## config.mk

```make
export PLATFORM = sky130hd
export DESIGN_NAME = congestion_window_and_rto_controller_unit
export DESIGN_NICKNAME = d
export VERILOG_FILES = /design/src/hw/rtl/cwrc_pkg.sv /design/src/hw/rtl/cwrc_ctrl.sv /design/src/hw/rtl/cwrc_dp.sv /design/src/hw/rtl/congestion_window_and_rto_controller_unit.sv
export SDC_FILE = /design/constraint.sdc
export NUM_CORES = 2
export LEC_CHECK = 0
export ABC_CLOCK_PERIOD_IN_PS = 6200
export CAP_MARGIN = 0
export CORE_MARGIN = 8
export CORE_UTILIZATION = 55
export CTS_CLUSTER_DIAMETER = 100
export DETAILED_ROUTE_END_ITERATION = 10
export DONT_BUFFER_PORTS = 1
export PLACE_DENSITY = 0.73
export SLEW_MARGIN = 5
export SYNTH_ARGS = -nofsm -noshare
export SYNTH_HDL_FRONTEND = slang
export SYNTH_SLANG_ARGS = --single-unit
```

## constraint.sdc

```tcl
create_clock -name clk -period 6.2 [get_ports clk]
set_input_delay 0.62 -clock clk [delete_from_list [all_inputs] [get_ports clk]]
set_output_delay 0.62 -clock clk [all_outputs]
set_load 0.05 [all_outputs]
```

## src/hw/rtl/cwrc_pkg.sv

```systemverilog
`timescale 1ns / 1ps

package cwrc_pkg;

    // window limits, in packets
    localparam int unsigned INIT_WIN = 10;
    localparam int unsigned MIN_WIN  = 2;
    localparam int unsigned MAX_WIN  = 1024;

    localparam int unsigned WIN_W   = 12;
    localparam int unsigned THR_W   = 11;
    localparam int unsigned MODE_W  = 2;
    localparam int unsigned FUNC_W  = 2;
    localparam int unsigned PRIO_W  = 2;
    localparam int unsigned RTT_W   = 32;
    localparam int unsigned TO_W    = 13;
    localparam int unsigned ACK_W   = 64;
    localparam int unsigned DCNT_W  = $clog2(ACK_W);
    localparam int unsigned SUM_W   = RTT_W + 3;
    localparam int unsigned RTO_W   = 23;
    localparam int unsigned RCP_W   = 24;
    localparam int unsigned RCP_SH  = 33;
    localparam int unsigned OUT_W   = 40;

    localparam logic [DCNT_W-1:0] DIV_LAST = DCNT_W'(ACK_W - 1);

    // window caps per priority
    localparam logic [WIN_W-1:0] CAP_NORM = WIN_W'(MAX_WIN);
    localparam logic [WIN_W-1:0] CAP_HIGH = WIN_W'((MAX_WIN * 3) / 2);
    localparam logic [WIN_W-1:0] CAP_CRIT = WIN_W'(MAX_WIN * 2);

    localparam logic [WIN_W-1:0] INIT_CWND = WIN_W'(INIT_WIN);
    localparam logic [THR_W-1:0] INIT_THR  = THR_W'(MAX_WIN / 2);
    localparam logic [THR_W-1:0] MIN_THR   = THR_W'(MIN_WIN);
    localparam logic [WIN_W-1:0] MIN_CWND  = WIN_W'(MIN_WIN);

    // retry timeout limits in us, and in ms
    localparam logic [RTO_W-1:0] RTO_MIN_US = RTO_W'(200000);
    localparam logic [RTO_W-1:0] RTO_MAX_US = RTO_W'(5000000);
    localparam logic [TO_W-1:0]  TO_MIN_MS  = TO_W'(200);
    localparam logic [TO_W-1:0]  TO_MAX_MS  = TO_W'(5000);
    localparam logic [TO_W-1:0]  TO_DEF_MS  = TO_W'(1000);
    // ceil(2^33 / 1000), exact for every value below 2^24
    localparam logic [RCP_W-1:0] RECIP_1000 = RCP_W'(8589935);

    // phase codes
    localparam logic [MODE_W-1:0] PH_SLOW  = 2'd0;
    localparam logic [MODE_W-1:0] PH_AVOID = 2'd1;
    localparam logic [MODE_W-1:0] PH_RECOV = 2'd2;

    // event codes
    localparam logic [FUNC_W-1:0] EV_ACK  = 2'd0;
    localparam logic [FUNC_W-1:0] EV_LOSS = 2'd1;
    localparam logic [FUNC_W-1:0] EV_RTT  = 2'd2;

    // priority codes
    localparam logic [PRIO_W-1:0] PRIO_HIGH = 2'd1;
    localparam logic [PRIO_W-1:0] PRIO_CRIT = 2'd2;

    typedef struct packed {
        logic load;
        logic apply;
        logic div_step;
        logic div_end;
        logic to_sum;
        logic to_scale;
        logic to_conv;
        logic out_load;
    } cwrc_cmd_t;

    typedef struct packed {
        logic div_needed;
    } cwrc_stat_t;

endpackage

```

## src/hw/rtl/cwrc_ctrl.sv

```systemverilog
`timescale 1ns / 1ps

module cwrc_ctrl
    import cwrc_pkg::*;
(
    input  logic       clk,
    input  logic       rst_n,
    input  logic       s_tvalid,
    output logic       s_tready,
    output logic       m_tvalid,
    input  logic       m_tready,
    input  cwrc_stat_t stat,
    output cwrc_cmd_t  cmd
);

    localparam logic [2:0] S_IDLE   = 3'd0;
    localparam logic [2:0] S_EVENT  = 3'd1;
    localparam logic [2:0] S_DIV    = 3'd2;
    localparam logic [2:0] S_DIVEND = 3'd3;
    localparam logic [2:0] S_TSUM   = 3'd4;
    localparam logic [2:0] S_TSCALE = 3'd5;
    localparam logic [2:0] S_TCONV  = 3'd6;
    localparam logic [2:0] S_DONE   = 3'd7;

    logic [2:0]        state_reg, state_next;
    logic [DCNT_W-1:0] cnt_reg, cnt_next;
    logic              mvalid_reg, mvalid_next;

    assign s_tready = (state_reg == S_IDLE);
    assign m_tvalid = mvalid_reg;

    always_comb
    begin
        state_next = state_reg;
        cnt_next   = cnt_reg;
        cmd        = '0;
        case (state_reg)
            S_IDLE:
            begin
                if (s_tvalid)
                begin
                    cmd.load   = 1'b1;
                    state_next = S_EVENT;
                end
            end
            S_EVENT:
            begin
                cmd.apply  = 1'b1;
                cnt_next   = '0;
                state_next = stat.div_needed ? S_DIV : S_TSUM;
            end
            S_DIV:
            begin
                cmd.div_step = 1'b1;
                cnt_next     = cnt_reg + 1'b1;
                if (cnt_reg == DIV_LAST)
                begin
                    state_next = S_DIVEND;
                end
            end
            S_DIVEND:
            begin
                cmd.div_end = 1'b1;
                state_next  = S_TSUM;
            end
            S_TSUM:
            begin
                cmd.to_sum = 1'b1;
                state_next = S_TSCALE;
            end
            S_TSCALE:
            begin
                cmd.to_scale = 1'b1;
                state_next   = S_TCONV;
            end
            S_TCONV:
            begin
                cmd.to_conv = 1'b1;
                state_next  = S_DONE;
            end
            S_DONE:
            begin
                if (!mvalid_reg || m_tready)
                begin
                    cmd.out_load = 1'b1;
                    state_next   = S_IDLE;
                end
            end
            default:
            begin
                state_next = S_IDLE;
            end
        endcase
    end

    always_comb
    begin
        if (cmd.out_load)
        begin
            mvalid_next = 1'b1;
        end
        else if (m_tready)
        begin
            mvalid_next = 1'b0;
        end
        else
        begin
            mvalid_next = mvalid_reg;
        end
    end

    always_ff @(posedge clk or negedge rst_n)
    begin
        if (!rst_n)
        begin
            state_reg  <= S_IDLE;
            cnt_reg    <= '0;
            mvalid_reg <= 1'b0;
        end
        else
        begin
            state_reg  <= state_next;
            cnt_reg    <= cnt_next;
            mvalid_reg <= mvalid_next;
        end
    end

endmodule

```

## src/hw/rtl/cwrc_dp.sv

```systemverilog
`timescale 1ns / 1ps

module cwrc_dp
    import cwrc_pkg::*;
(
    input  logic              clk,
    input  logic              rst_n,
    input  cwrc_cmd_t         cmd,
    output cwrc_stat_t        stat,
    input  logic [RTT_W-1:0]  s_tdata,
    input  logic [FUNC_W-1:0] s_tuser,
    input  logic              cfg_valid,
    input  logic [PRIO_W-1:0] cfg_data,
    output logic [OUT_W-1:0]  m_tdata
);

    logic [FUNC_W-1:0] func_reg;
    logic [RTT_W-1:0]  rtt_reg;
    logic [PRIO_W-1:0] prio_reg;
    logic [WIN_W-1:0]  cwnd_reg;
    logic [THR_W-1:0]  thr_reg;
    logic [MODE_W-1:0] mode_reg;
    logic [ACK_W-1:0]  ack_reg;
    logic [RTT_W-1:0]  srtt_reg;
    logic [RTT_W-1:0]  var_reg;
    logic [ACK_W-1:0]  divq_reg;
    logic [WIN_W-1:0]  rem_reg;
    logic [SUM_W-1:0]  rto_sum_reg;
    logic [RTO_W-1:0]  rto_clamp_reg;
    logic [TO_W-1:0]   timeout_reg;
    logic [OUT_W-1:0]  out_reg;

    logic [WIN_W-1:0]       cap;
    logic [WIN_W:0]         win_inc;
    logic [WIN_W-1:0]       grown;
    logic [THR_W-1:0]       loss_thr;
    logic [WIN_W+1:0]       win_x3;
    logic [WIN_W-1:0]       recov_win;
    logic [ACK_W-1:0]       ack_inc;
    logic [RTT_W-1:0]       rtt_diff;
    logic [RTT_W+1:0]       var_sum;
    logic [SUM_W-1:0]       srtt_sum;
    logic [WIN_W-1:0]       trial;
    logic                   trial_ge;
    logic [WIN_W-1:0]       rem_next;
    logic [SUM_W+1:0]       sum_x3;
    logic [SUM_W-1:0]       rto_scaled;
    logic [RTO_W-1:0]       rto_clamped;
    logic [RTO_W+RCP_W-1:0] prod;

    // window cap follows priority, unused code acts as normal
    always_comb
    begin
        case (prio_reg)
            PRIO_HIGH: cap = CAP_HIGH;
            PRIO_CRIT: cap = CAP_CRIT;
            default:   cap = CAP_NORM;
        endcase
    end

    assign win_inc  = {1'b0, cwnd_reg} + 1'b1;
    assign grown    = (win_inc < {1'b0, cap}) ? win_inc[WIN_W-1:0] : cap;
    assign loss_thr = (cwnd_reg[WIN_W-1:1] < MIN_THR) ? MIN_THR : cwnd_reg[WIN_W-1:1];
    assign win_x3   = {2'b00, cwnd_reg} + {1'b0, cwnd_reg, 1'b0};
    assign recov_win = (win_x3[WIN_W+1:2] < MIN_CWND) ? MIN_CWND : win_x3[WIN_W+1:2];
    assign ack_inc  = ack_reg + 1'b1;

    // rtt estimator
    assign rtt_diff = (rtt_reg >= srtt_reg) ? (rtt_reg - srtt_reg) : (srtt_reg - rtt_reg);
    assign var_sum  = {2'b00, var_reg} + {1'b0, var_reg, 1'b0} + {2'b00, rtt_diff};
    assign srtt_sum = {srtt_reg, 3'b000} - {3'b000, srtt_reg} + {3'b000, rtt_reg};

    // one restoring remainder step
    assign trial    = {rem_reg[WIN_W-2:0], divq_reg[ACK_W-1]};
    assign trial_ge = (trial >= cwnd_reg);
    assign rem_next = trial_ge ? (trial - cwnd_reg) : trial;

    assign stat.div_needed = (func_reg == EV_ACK) && (mode_reg == PH_AVOID)
                             && (cwnd_reg != '0);

    // timeout scaling and clamping
    assign sum_x3 = {2'b00, rto_sum_reg} + {1'b0, rto_sum_reg, 1'b0};
    always_comb
    begin
        case (prio_reg)
            PRIO_HIGH: rto_scaled = sum_x3[SUM_W+1:2];
            PRIO_CRIT: rto_scaled = {1'b0, rto_sum_reg[SUM_W-1:1]};
            default:   rto_scaled = rto_sum_reg;
        endcase
        if (rto_scaled < SUM_W'(RTO_MIN_US))
        begin
            rto_clamped = RTO_MIN_US;
        end
        else if (rto_scaled > SUM_W'(RTO_MAX_US))
        begin
            rto_clamped = RTO_MAX_US;
        end
        else
        begin
            rto_clamped = rto_scaled[RTO_W-1:0];
        end
    end

    assign prod = {{RCP_W{1'b0}}, rto_clamp_reg} * {{RTO_W{1'b0}}, RECIP_1000};

    always_ff @(posedge clk or negedge rst_n)
    begin
        if (!rst_n)
        begin
            prio_reg <= '0;
            cwnd_reg <= INIT_CWND;
            thr_reg  <= INIT_THR;
            mode_reg <= PH_SLOW;
            ack_reg  <= '0;
            srtt_reg <= '0;
            var_reg  <= '0;
        end
        else
        begin
            if (cfg_valid)
            begin
                prio_reg <= cfg_data;
            end
            if (cmd.apply)
            begin
                case (func_reg)
                    EV_ACK:
                    begin
                        ack_reg <= ack_inc;
                        case (mode_reg)
                            PH_SLOW:
                            begin
                                cwnd_reg <= grown;
                                if (cwnd_reg >= {1'b0, thr_reg})
                                begin
                                    mode_reg <= PH_AVOID;
                                end
                            end
                            PH_RECOV:
                            begin
                                mode_reg <= PH_AVOID;
                            end
                            default:
                            begin
                            end
                        endcase
                    end
                    EV_LOSS:
                    begin
                        case (mode_reg)
                            PH_SLOW, PH_AVOID:
                            begin
                                thr_reg  <= loss_thr;
                                cwnd_reg <= {1'b0, loss_thr};
                                mode_reg <= PH_RECOV;
                            end
                            PH_RECOV:
                            begin
                                cwnd_reg <= recov_win;
                            end
                            default:
                            begin
                            end
                        endcase
                    end
                    EV_RTT:
                    begin
                        if (srtt_reg == '0)
                        begin
                            srtt_reg <= rtt_reg;
                            var_reg  <= {1'b0, rtt_reg[RTT_W-1:1]};
                        end
                        else
                        begin
                            srtt_reg <= srtt_sum[SUM_W-1:3];
                            var_reg  <= var_sum[RTT_W+1:2];
                        end
                    end
                    default:
                    begin
                    end
                endcase
            end
            // grow once per window of acks
            if (cmd.div_end && (rem_reg == '0))
            begin
                cwnd_reg <= grown;
            end
        end
    end

    always_ff @(posedge clk)
    begin
        if (cmd.load)
        begin
            func_reg <= s_tuser;
            rtt_reg  <= s_tdata;
        end
        if (cmd.apply)
        begin
            divq_reg <= ack_inc;
            rem_reg  <= '0;
        end
        if (cmd.div_step)
        begin
            divq_reg <= {divq_reg[ACK_W-2:0], 1'b0};
            rem_reg  <= rem_next;
        end
        if (cmd.to_sum)
        begin
            rto_sum_reg <= {3'b000, srtt_reg} + {1'b0, var_reg, 2'b00};
        end
        if (cmd.to_scale)
        begin
            rto_clamp_reg <= rto_clamped;
        end
        if (cmd.to_conv)
        begin
            timeout_reg <= (srtt_reg == '0) ? TO_DEF_MS : prod[RCP_SH+TO_W-1:RCP_SH];
        end
        if (cmd.out_load)
        begin
            out_reg <= {2'b00, timeout_reg, mode_reg, thr_reg, cwnd_reg};
        end
    end

    assign m_tdata = out_reg;

endmodule

```

## src/hw/rtl/congestion_window_and_rto_controller_unit.sv

```systemverilog
`timescale 1ns / 1ps

// channel   dir  handshake            payload
// s_*       in   s_tvalid/s_tready    s_tuser: event kind, s_tdata: rtt in us
// m_*       out  m_tvalid/m_tready    m_tdata: window, threshold, phase, timeout
// cfg_*     in   cfg_valid/cfg_ready  cfg_data: priority level
//
// the result register loads after the apply, timeout sum, scale and convert states, once
// the output register is free; for an ack in congestion avoidance the 64-bit ack count is
// first reduced modulo the window one bit per cycle by a restoring remainder step in the
// datapath, and s_tready returns the cycle after the result register loads
// rst_n clears window state, estimator and priority asynchronously
// one item at a time: s_tready is high only while the sequencer is idle
// a finished result waits in the output register while the next item is taken

module congestion_window_and_rto_controller_unit
    import cwrc_pkg::*;
(
    input  logic              clk,
    input  logic              rst_n,
    input  logic              s_tvalid,
    output logic              s_tready,
    input  logic [RTT_W-1:0]  s_tdata,   // [31:0] rtt_us
    input  logic [FUNC_W-1:0] s_tuser,   // [1:0] func
    output logic              m_tvalid,
    input  logic              m_tready,
    output logic [OUT_W-1:0]  m_tdata,   // [11:0] window, [22:12] slow_start_limit,
                                         // [24:23] phase, [37:25] timeout_ms, rest zero
    input  logic              cfg_valid,
    output logic              cfg_ready,
    input  logic [PRIO_W-1:0] cfg_data   // [1:0] priority_level
);

    cwrc_cmd_t  cmd;
    cwrc_stat_t stat;

    // priority register takes a write in any cycle
    assign cfg_ready = 1'b1;

    // sequencer: accept, apply event, optional remainder loop, timeout steps
    cwrc_ctrl u_ctrl (
        .clk      (clk),
        .rst_n    (rst_n),
        .s_tvalid (s_tvalid),
        .s_tready (s_tready),
        .m_tvalid (m_tvalid),
        .m_tready (m_tready),
        .stat     (stat),
        .cmd      (cmd)
    );

    // window state, rtt estimator, remainder unit, timeout conversion
    cwrc_dp u_dp (
        .clk       (clk),
        .rst_n     (rst_n),
        .cmd       (cmd),
        .stat      (stat),
        .s_tdata   (s_tdata),
        .s_tuser   (s_tuser),
        .cfg_valid (cfg_valid),
        .cfg_data  (cfg_data),
        .m_tdata   (m_tdata)
    );

    // busy right after a transfer in
    a_busy_after_accept: assert property (@(posedge clk) disable iff (!rst_n)
        s_tvalid && s_tready |=> !s_tready)
        else $error("input taken while item in flight");

    // datapath commands are mutually exclusive
    a_cmd_onehot: assert property (@(posedge clk) disable iff (!rst_n)
        $onehot0(cmd))
        else $error("more than one datapath command");

    // reported timeout stays in its clamp range
    a_timeout_range: assert property (@(posedge clk) disable iff (!rst_n)
        m_tvalid |-> (m_tdata[37:25] >= TO_MIN_MS) && (m_tdata[37:25] <= TO_MAX_MS))
        else $error("timeout out of range");

    // window never reported as zero
    a_window_nonzero: assert property (@(posedge clk) disable iff (!rst_n)
        m_tvalid |-> (m_tdata[11:0] != '0))
        else $error("zero window reported");

endmodule

```

After elaboration in Yosys (flattened, before gate mapping)
Index checks and enable logic that the tools add are counted.
Storage, ports and cells
  register bits: 384
  input bits: 41
  word-level logic and storage cells: 130
Operators by class
  add/sub/neg operators: 13
  multipliers: 1
  order comparisons: 8
  equality and inequality tests: 22
  mux-type cells: 41
  reduce and logical (&&, ||, !) cells: 25
Operator list (number)
  $mux W64: 2
  $mux W12: 8
  $mux W32: 3
  $pmux W12 S2: 3
  $pmux W35 S2: 1
  $add A64 B1 Y64 const B: 1
  $sub A32 B32 Y32: 2
  $mul A23 B24 Y46 const B: 1
  $add A35 B36 Y37: 1
  $add A32 B34 Y35: 1
  $add A35 B32 Y35: 1
  $gt A35 B23 Y1 const B: 1
  $lt A35 B18 Y1 const B: 1
  $sub A35 B32 Y35: 1
  $add A32 B33 Y34: 1
  $add A34 B32 Y34: 1
  $ge A32 B32 Y1: 1
  $logic_not A32 Y1: 1
  $pmux W3 S8: 1
  $mux W23: 1
  $add A12 B13 Y14: 1
  $add A12 B1 Y13 const B: 1
  $lt A13 B12 Y1: 1
  $eq A3 B3 Y1 const B: 4
  35 further kinds: 70

Longest topological paths before layout
  word-level depth: 8
  gate-level depth with buffers: 30
  mapped depth without buffers: 29

Cells and area by module
Synthesis repeated with hierarchy kept, for this count alone.
Unflattened totals
  cells, all modules: 4141
  area total of the unflattened synthesis: 38186.6 um2
By module, submodules not included
  cwrc_dp: times used 1, cells each 4077, area an instance 37592.3 um2, sequential area each 10448.8 um2
  cwrc_ctrl: times used 1, cells each 62, area an instance 583.1 um2, sequential area each 250.2 um2
  congestion_window_and_rto_controller_unit: times used 1, cells each 2, area an instance 11.3 um2, sequential area each 0.0 um2

Worst setup path after synthesis
No wires, ideal clock.
  kind: flip-flop to flip-flop
  start point: register u_dp.rto_clamp_reg[20]
  end point: register u_dp.timeout_reg[7] (data pin)
  setup time: 0.254 ns
  arrival time: 6.591 ns
  slack: -0.645 ns
  cell stages (with the launch flop): 24
  buffers on the path: 0
  period minus slack after synthesis: 6.845 ns
  cell sequence: edfxtp_1 -> fa_1 -> inv_1 -> fa_1 -> inv_1 -> fa_1 -> fa_1 -> fa_1 -> inv_1 -> fa_1 -> inv_1 -> fa_1 -> ha_1 -> a21o_1 -> a21o_1 -> a21oi_1 -> a211oi_1 -> nor2_1 -> o21ai_0 -> o21ai_0 -> a21oi_1 -> o31a_1 -> or3_1 -> a21o_1
Between the ends
  longest elaborated chain between the ends: 1
RTL lines
  start: declaration: RTL line cwrc_dp.sv:29  | logic [RTO_W-1:0] rto_clamp_reg;
  start signal: assignment: RTL line cwrc_dp.sv:215  | rto_clamp_reg <= rto_clamped;
  $mul A23 B24 Y46: RTL line cwrc_dp.sv:104  | assign prod = {{RCP_W{1'b0}}, rto_clamp_reg} * {{RTO_W{1'b0}}, RECIP_1000};
  end signal: assignment: RTL line cwrc_dp.sv:219  | timeout_reg <= (srtt_reg == '0) ? TO_DEF_MS : prod[RCP_SH+TO_W-1:RCP_SH];
  end: declaration: RTL line cwrc_dp.sv:30  | logic [TO_W-1:0] timeout_reg;
No other way between the ends.
A chain may end at the register's enable or synchronous reset.

Worst setup path after layout
  start point: register u_dp.rto_clamp_reg[21]
  end point: register u_dp.timeout_reg[7] (data pin)
The elaborated chain is that of the path after synthesis.

==> reports/results.tsv <==
stage	metric	value	unit
detailed_routing	antenna viol nets, final	0	
detailed_routing	DRC violations left	0	
sta	Fin. Hold Viols	0	
floorplanning	die area	0.0773	mm^2
detailed_routing	starting DRC count in detailed routing	2322	
cts	clk sinks	384	
global_routing	antenna violations before repair	0	
placement	hpwl dp	76000	um
sta	Setup TNS	-1760	ps
finish	Area Growth Syn to Fin	13.5	%
detailed_routing	WL final	96900	um
finish	NumNets Final	5115	
synth	post-synthesis instance area	0.0377	mm^2
detailed_routing	wire per inst	18.3	um
global_routing	vias in the first global route	30300	
sta	RSZ-0062 raised after global routing	true	
cts	TritonCTS clock tree	built	
floorplanning	core area	0.0682	mm^2
synth	Synth Flop Type	edfxtp_1	
global_routing	GRT overflow	0	
run_status	failing checks	setup timing	
detailed_routing	DR pass1 iterations	5	
worst_setup_path	critical path cell sequence	fa_1, inv_1, fa_1, inv_2, fa_1, fa_1, fa_1, inv_1, fa_1, inv_2, fa_1, ha_4, a21o_1, a21o_1, a21oi_2, a211oi_2, nor2_2, buf_6, nor3b_4, o21ai_2, a21oi_2, o31a_1, or3_4, a21o_1	
hold_path	Hold WC Path Type	in -> async	
global_routing	largest net degree at the start of global routing	166	
worst_setup_path	critical path's largest stage delay	600	ps
worst_setup_path	crit start category	flop	
synth	top-area cell type share of the netlist area	0.173	
synth	ys async rst share	0.430	
worst_setup_path	CP Data Arrival Time	6940	ps
synth	sequential area share after synthesis	0.283	
worst_setup_path	Reg-to-Reg Start	u_dp.rto_clamp_reg[21]	
finish	share of cells above drive strength 1	0.123	
floorplanning	die outline height	278	um
synth	Seq cells post-synth	384	
cts	Max Buffers Root-to-Sink	3	
worst_setup_path	most used cell, CP	fa_1	
synth	Mapped Avg Cell Area	9.14	um^2
sta	worst slew pin tran	1280	ps
run_status	outcome	finished with violations	
detailed_routing	Vias/cell	5.74	
worst_setup_path	R2R depth	24	
worst_setup_path	capturing point of the worst reg2reg path	u_dp.timeout_reg[7]	
floorplanning	row count	96	
synth	number of synthesized flops with an enable pin	218	
cts	Worst-path clk slew	60	ps
worst_setup_path	Max FO, Critical Path	3	
cts	Root Buffer	clkbuf_16	
worst_setup_path	slowest stage cell, crit path	fa_1	
placement	Placer Congestion	0.991	
synth	Yosys top cell by area	edfxtp_1	
worst_setup_path	R2R Setup Slk	-390	ps
sta	FMAX	0.152	GHz
worst_setup_path	CP Capture Type	flop	
cts	Num CTS Buffers	46	
sta	Finish-stage setup viols	9	
worst_setup_path	Worst EP required	6550	ps
synth	Yosys warning total	0	
floorplanning	initial core utilization	0.553	
synth	Cell variety after synth	92	
sta	Pins Over Slew Limit	0	
worst_setup_path	worst setup path class	reg -> reg	
cts	CTS HTree Levels	2	
global_routing	gr usage total	0.247	
sta	setup ws final	-388	ps
sta	Worst Skew	24.7	ps
synth	Mapped Cells	4132	
floorplanning	# IOs	84	
sta	Tcrit/Tclk final	1.06	
global_routing	first-pass GRT wire length	157000	um
flow_run	max-cap violations	0	
sta	Rel. slew slack	0.138	
floorplanning	die span in x	278	um
sta	Tmin final	6590	ps
cts	Clock Latency Late Sink	600	ps
synth	synth top area cells	edfxtp_1 (17%), ha_1 (16%), fa_1 (12%), dfrtp_1 (11%), inv_1 (5.9%)	
placement	Buffers on Ports	0	
detailed_routing	via count	30400	
-- worst max-delay path, delay by kind of cell, from the launching register on --
| family | cells | cell delay, ps |
|---|---|---|
| adder cells (fa/ha/maj) | 8 | 3750 |
| AO/OA/AOI/OAI | 8 | 1290 |
| AND/OR/NAND/NOR | 3 | 580 |
| flip-flops | 1 | 410 |
| buffers and inverters | 5 | 330 |
-- area by class of cell --
class | instances | area, um^2
clock inverter | 30 | 251
tap | 882 | 1100
multi-input combinational | 3016 | 24800
sequential | 384 | 10700
clock buffer | 56 | 1220
timing repair buffer | 334 | 2570
fill | 5658 | 25400
antenna | 1 | 2.50
inverter | 590 | 2210
-- worst max path at each step --
| stage | from | endpoint | slack, ps |
|---|---|---|---|
| floorplan | u_dp.rto_clamp_reg[21] | u_dp.timeout_reg[7] | -210 |
| global placement | u_dp.rto_clamp_reg[12] | u_dp.timeout_reg[7] | -460 |
| detailed placement | u_dp.rto_clamp_reg[12] | u_dp.timeout_reg[7] | -520 |
| CTS | u_dp.rto_clamp_reg[20] | u_dp.timeout_reg[7] | -410 |
| global route | u_dp.rto_clamp_reg[21] | u_dp.timeout_reg[7] | -620 |
| finish | u_dp.rto_clamp_reg[21] | u_dp.timeout_reg[7] | -390 |
-- cell usage after synthesis, drive strengths merged, types with 26 or more instances --
library cell  instances
ha                  479
o21bai               27
fa                  223
nor2                262
a21oi               271
nor2b                29
a31oi                35
nand2               325
and3                 37
a211oi               71
o21ai               230
nor3                 90
a21o                103
clkbuf              129
nand3                85
o21a                 26
nand2b               44
edfxtp              218
dfrtp               162
inv                 590
nand4                60
xnor2               173
xor2                105
-- cell families (layout without fill, tap and decap cells) --
kind of cell / Yosys count / in the layout / synth area share
AND/OR/NAND/NOR: 1054 / 1054 / 0.133
AO/OA/AOI/OAI: 956 / 956 / 0.162
XOR/XNOR: 278 / 278 / 0.0645
multiplexers: 22 / 22 / 0.00600
buffers and inverters: 733 / 1010 / 0.0736
other: 2 / 4 / 0.000199
adder cells (fa/ha/maj): 703 / 703 / 0.277
flip-flops: 384 / 384 / 0.283
-- per-layer routing --
layer | share of wire | vias to the layer above | global-route usage
li1 | - | 14800 | -
met1 | 0.45 | 14700 | 0.330
met2 | 0.47 | 720 | 0.418
met3 | 0.043 | 147 | 0.0239
met4 | 0.033 | 0 | 0.0850
met5 | 0 | - | 0
-- layout by cell type, fill, tap and decap left out, types with 82 or more instances in the layout --
cell type,count
xnor2_1,171
nand3_1,82
inv_1,582
o21ai_0,217
a21o_1,103
nor2_1,256
buf_4,325
fa_1,219
ha_1,469
nor3_1,84
dfrtp_1,162
a21oi_1,260
xor2_1,105
nand2_1,324
edfxtp_1,218
-- what timing repair did --
item / CTS / global route
setup endpoints to repair: 21 / 27
hold buffers: 1 / 0
hold endpoints to repair: 165 / 0
resized for setup: 21 / 71
setup buffers: 9 / 4
pin swaps: 15 / 46
-- through the flow --
stage	setup WS [ps]	cell area (um^2)	std cells	hold slack [ps]	utilization
2_1_floorplan	-213	37800	4133	324	-
3_3_place_gp	-455	40800	5192	330	0.598
3_5_place_dp	-524	40800	5192	330	0.598
4_1_cts	-409	42500	5288	78.5	0.623
5_1_grt	-620	42800	5292	93.6	0.628
6_report	-388	42800	5293	108	0.628
Power is left out: the tool's default activity adds up to more than one toggle a clock period on the data nets, which glitch-free logic cannot reach.
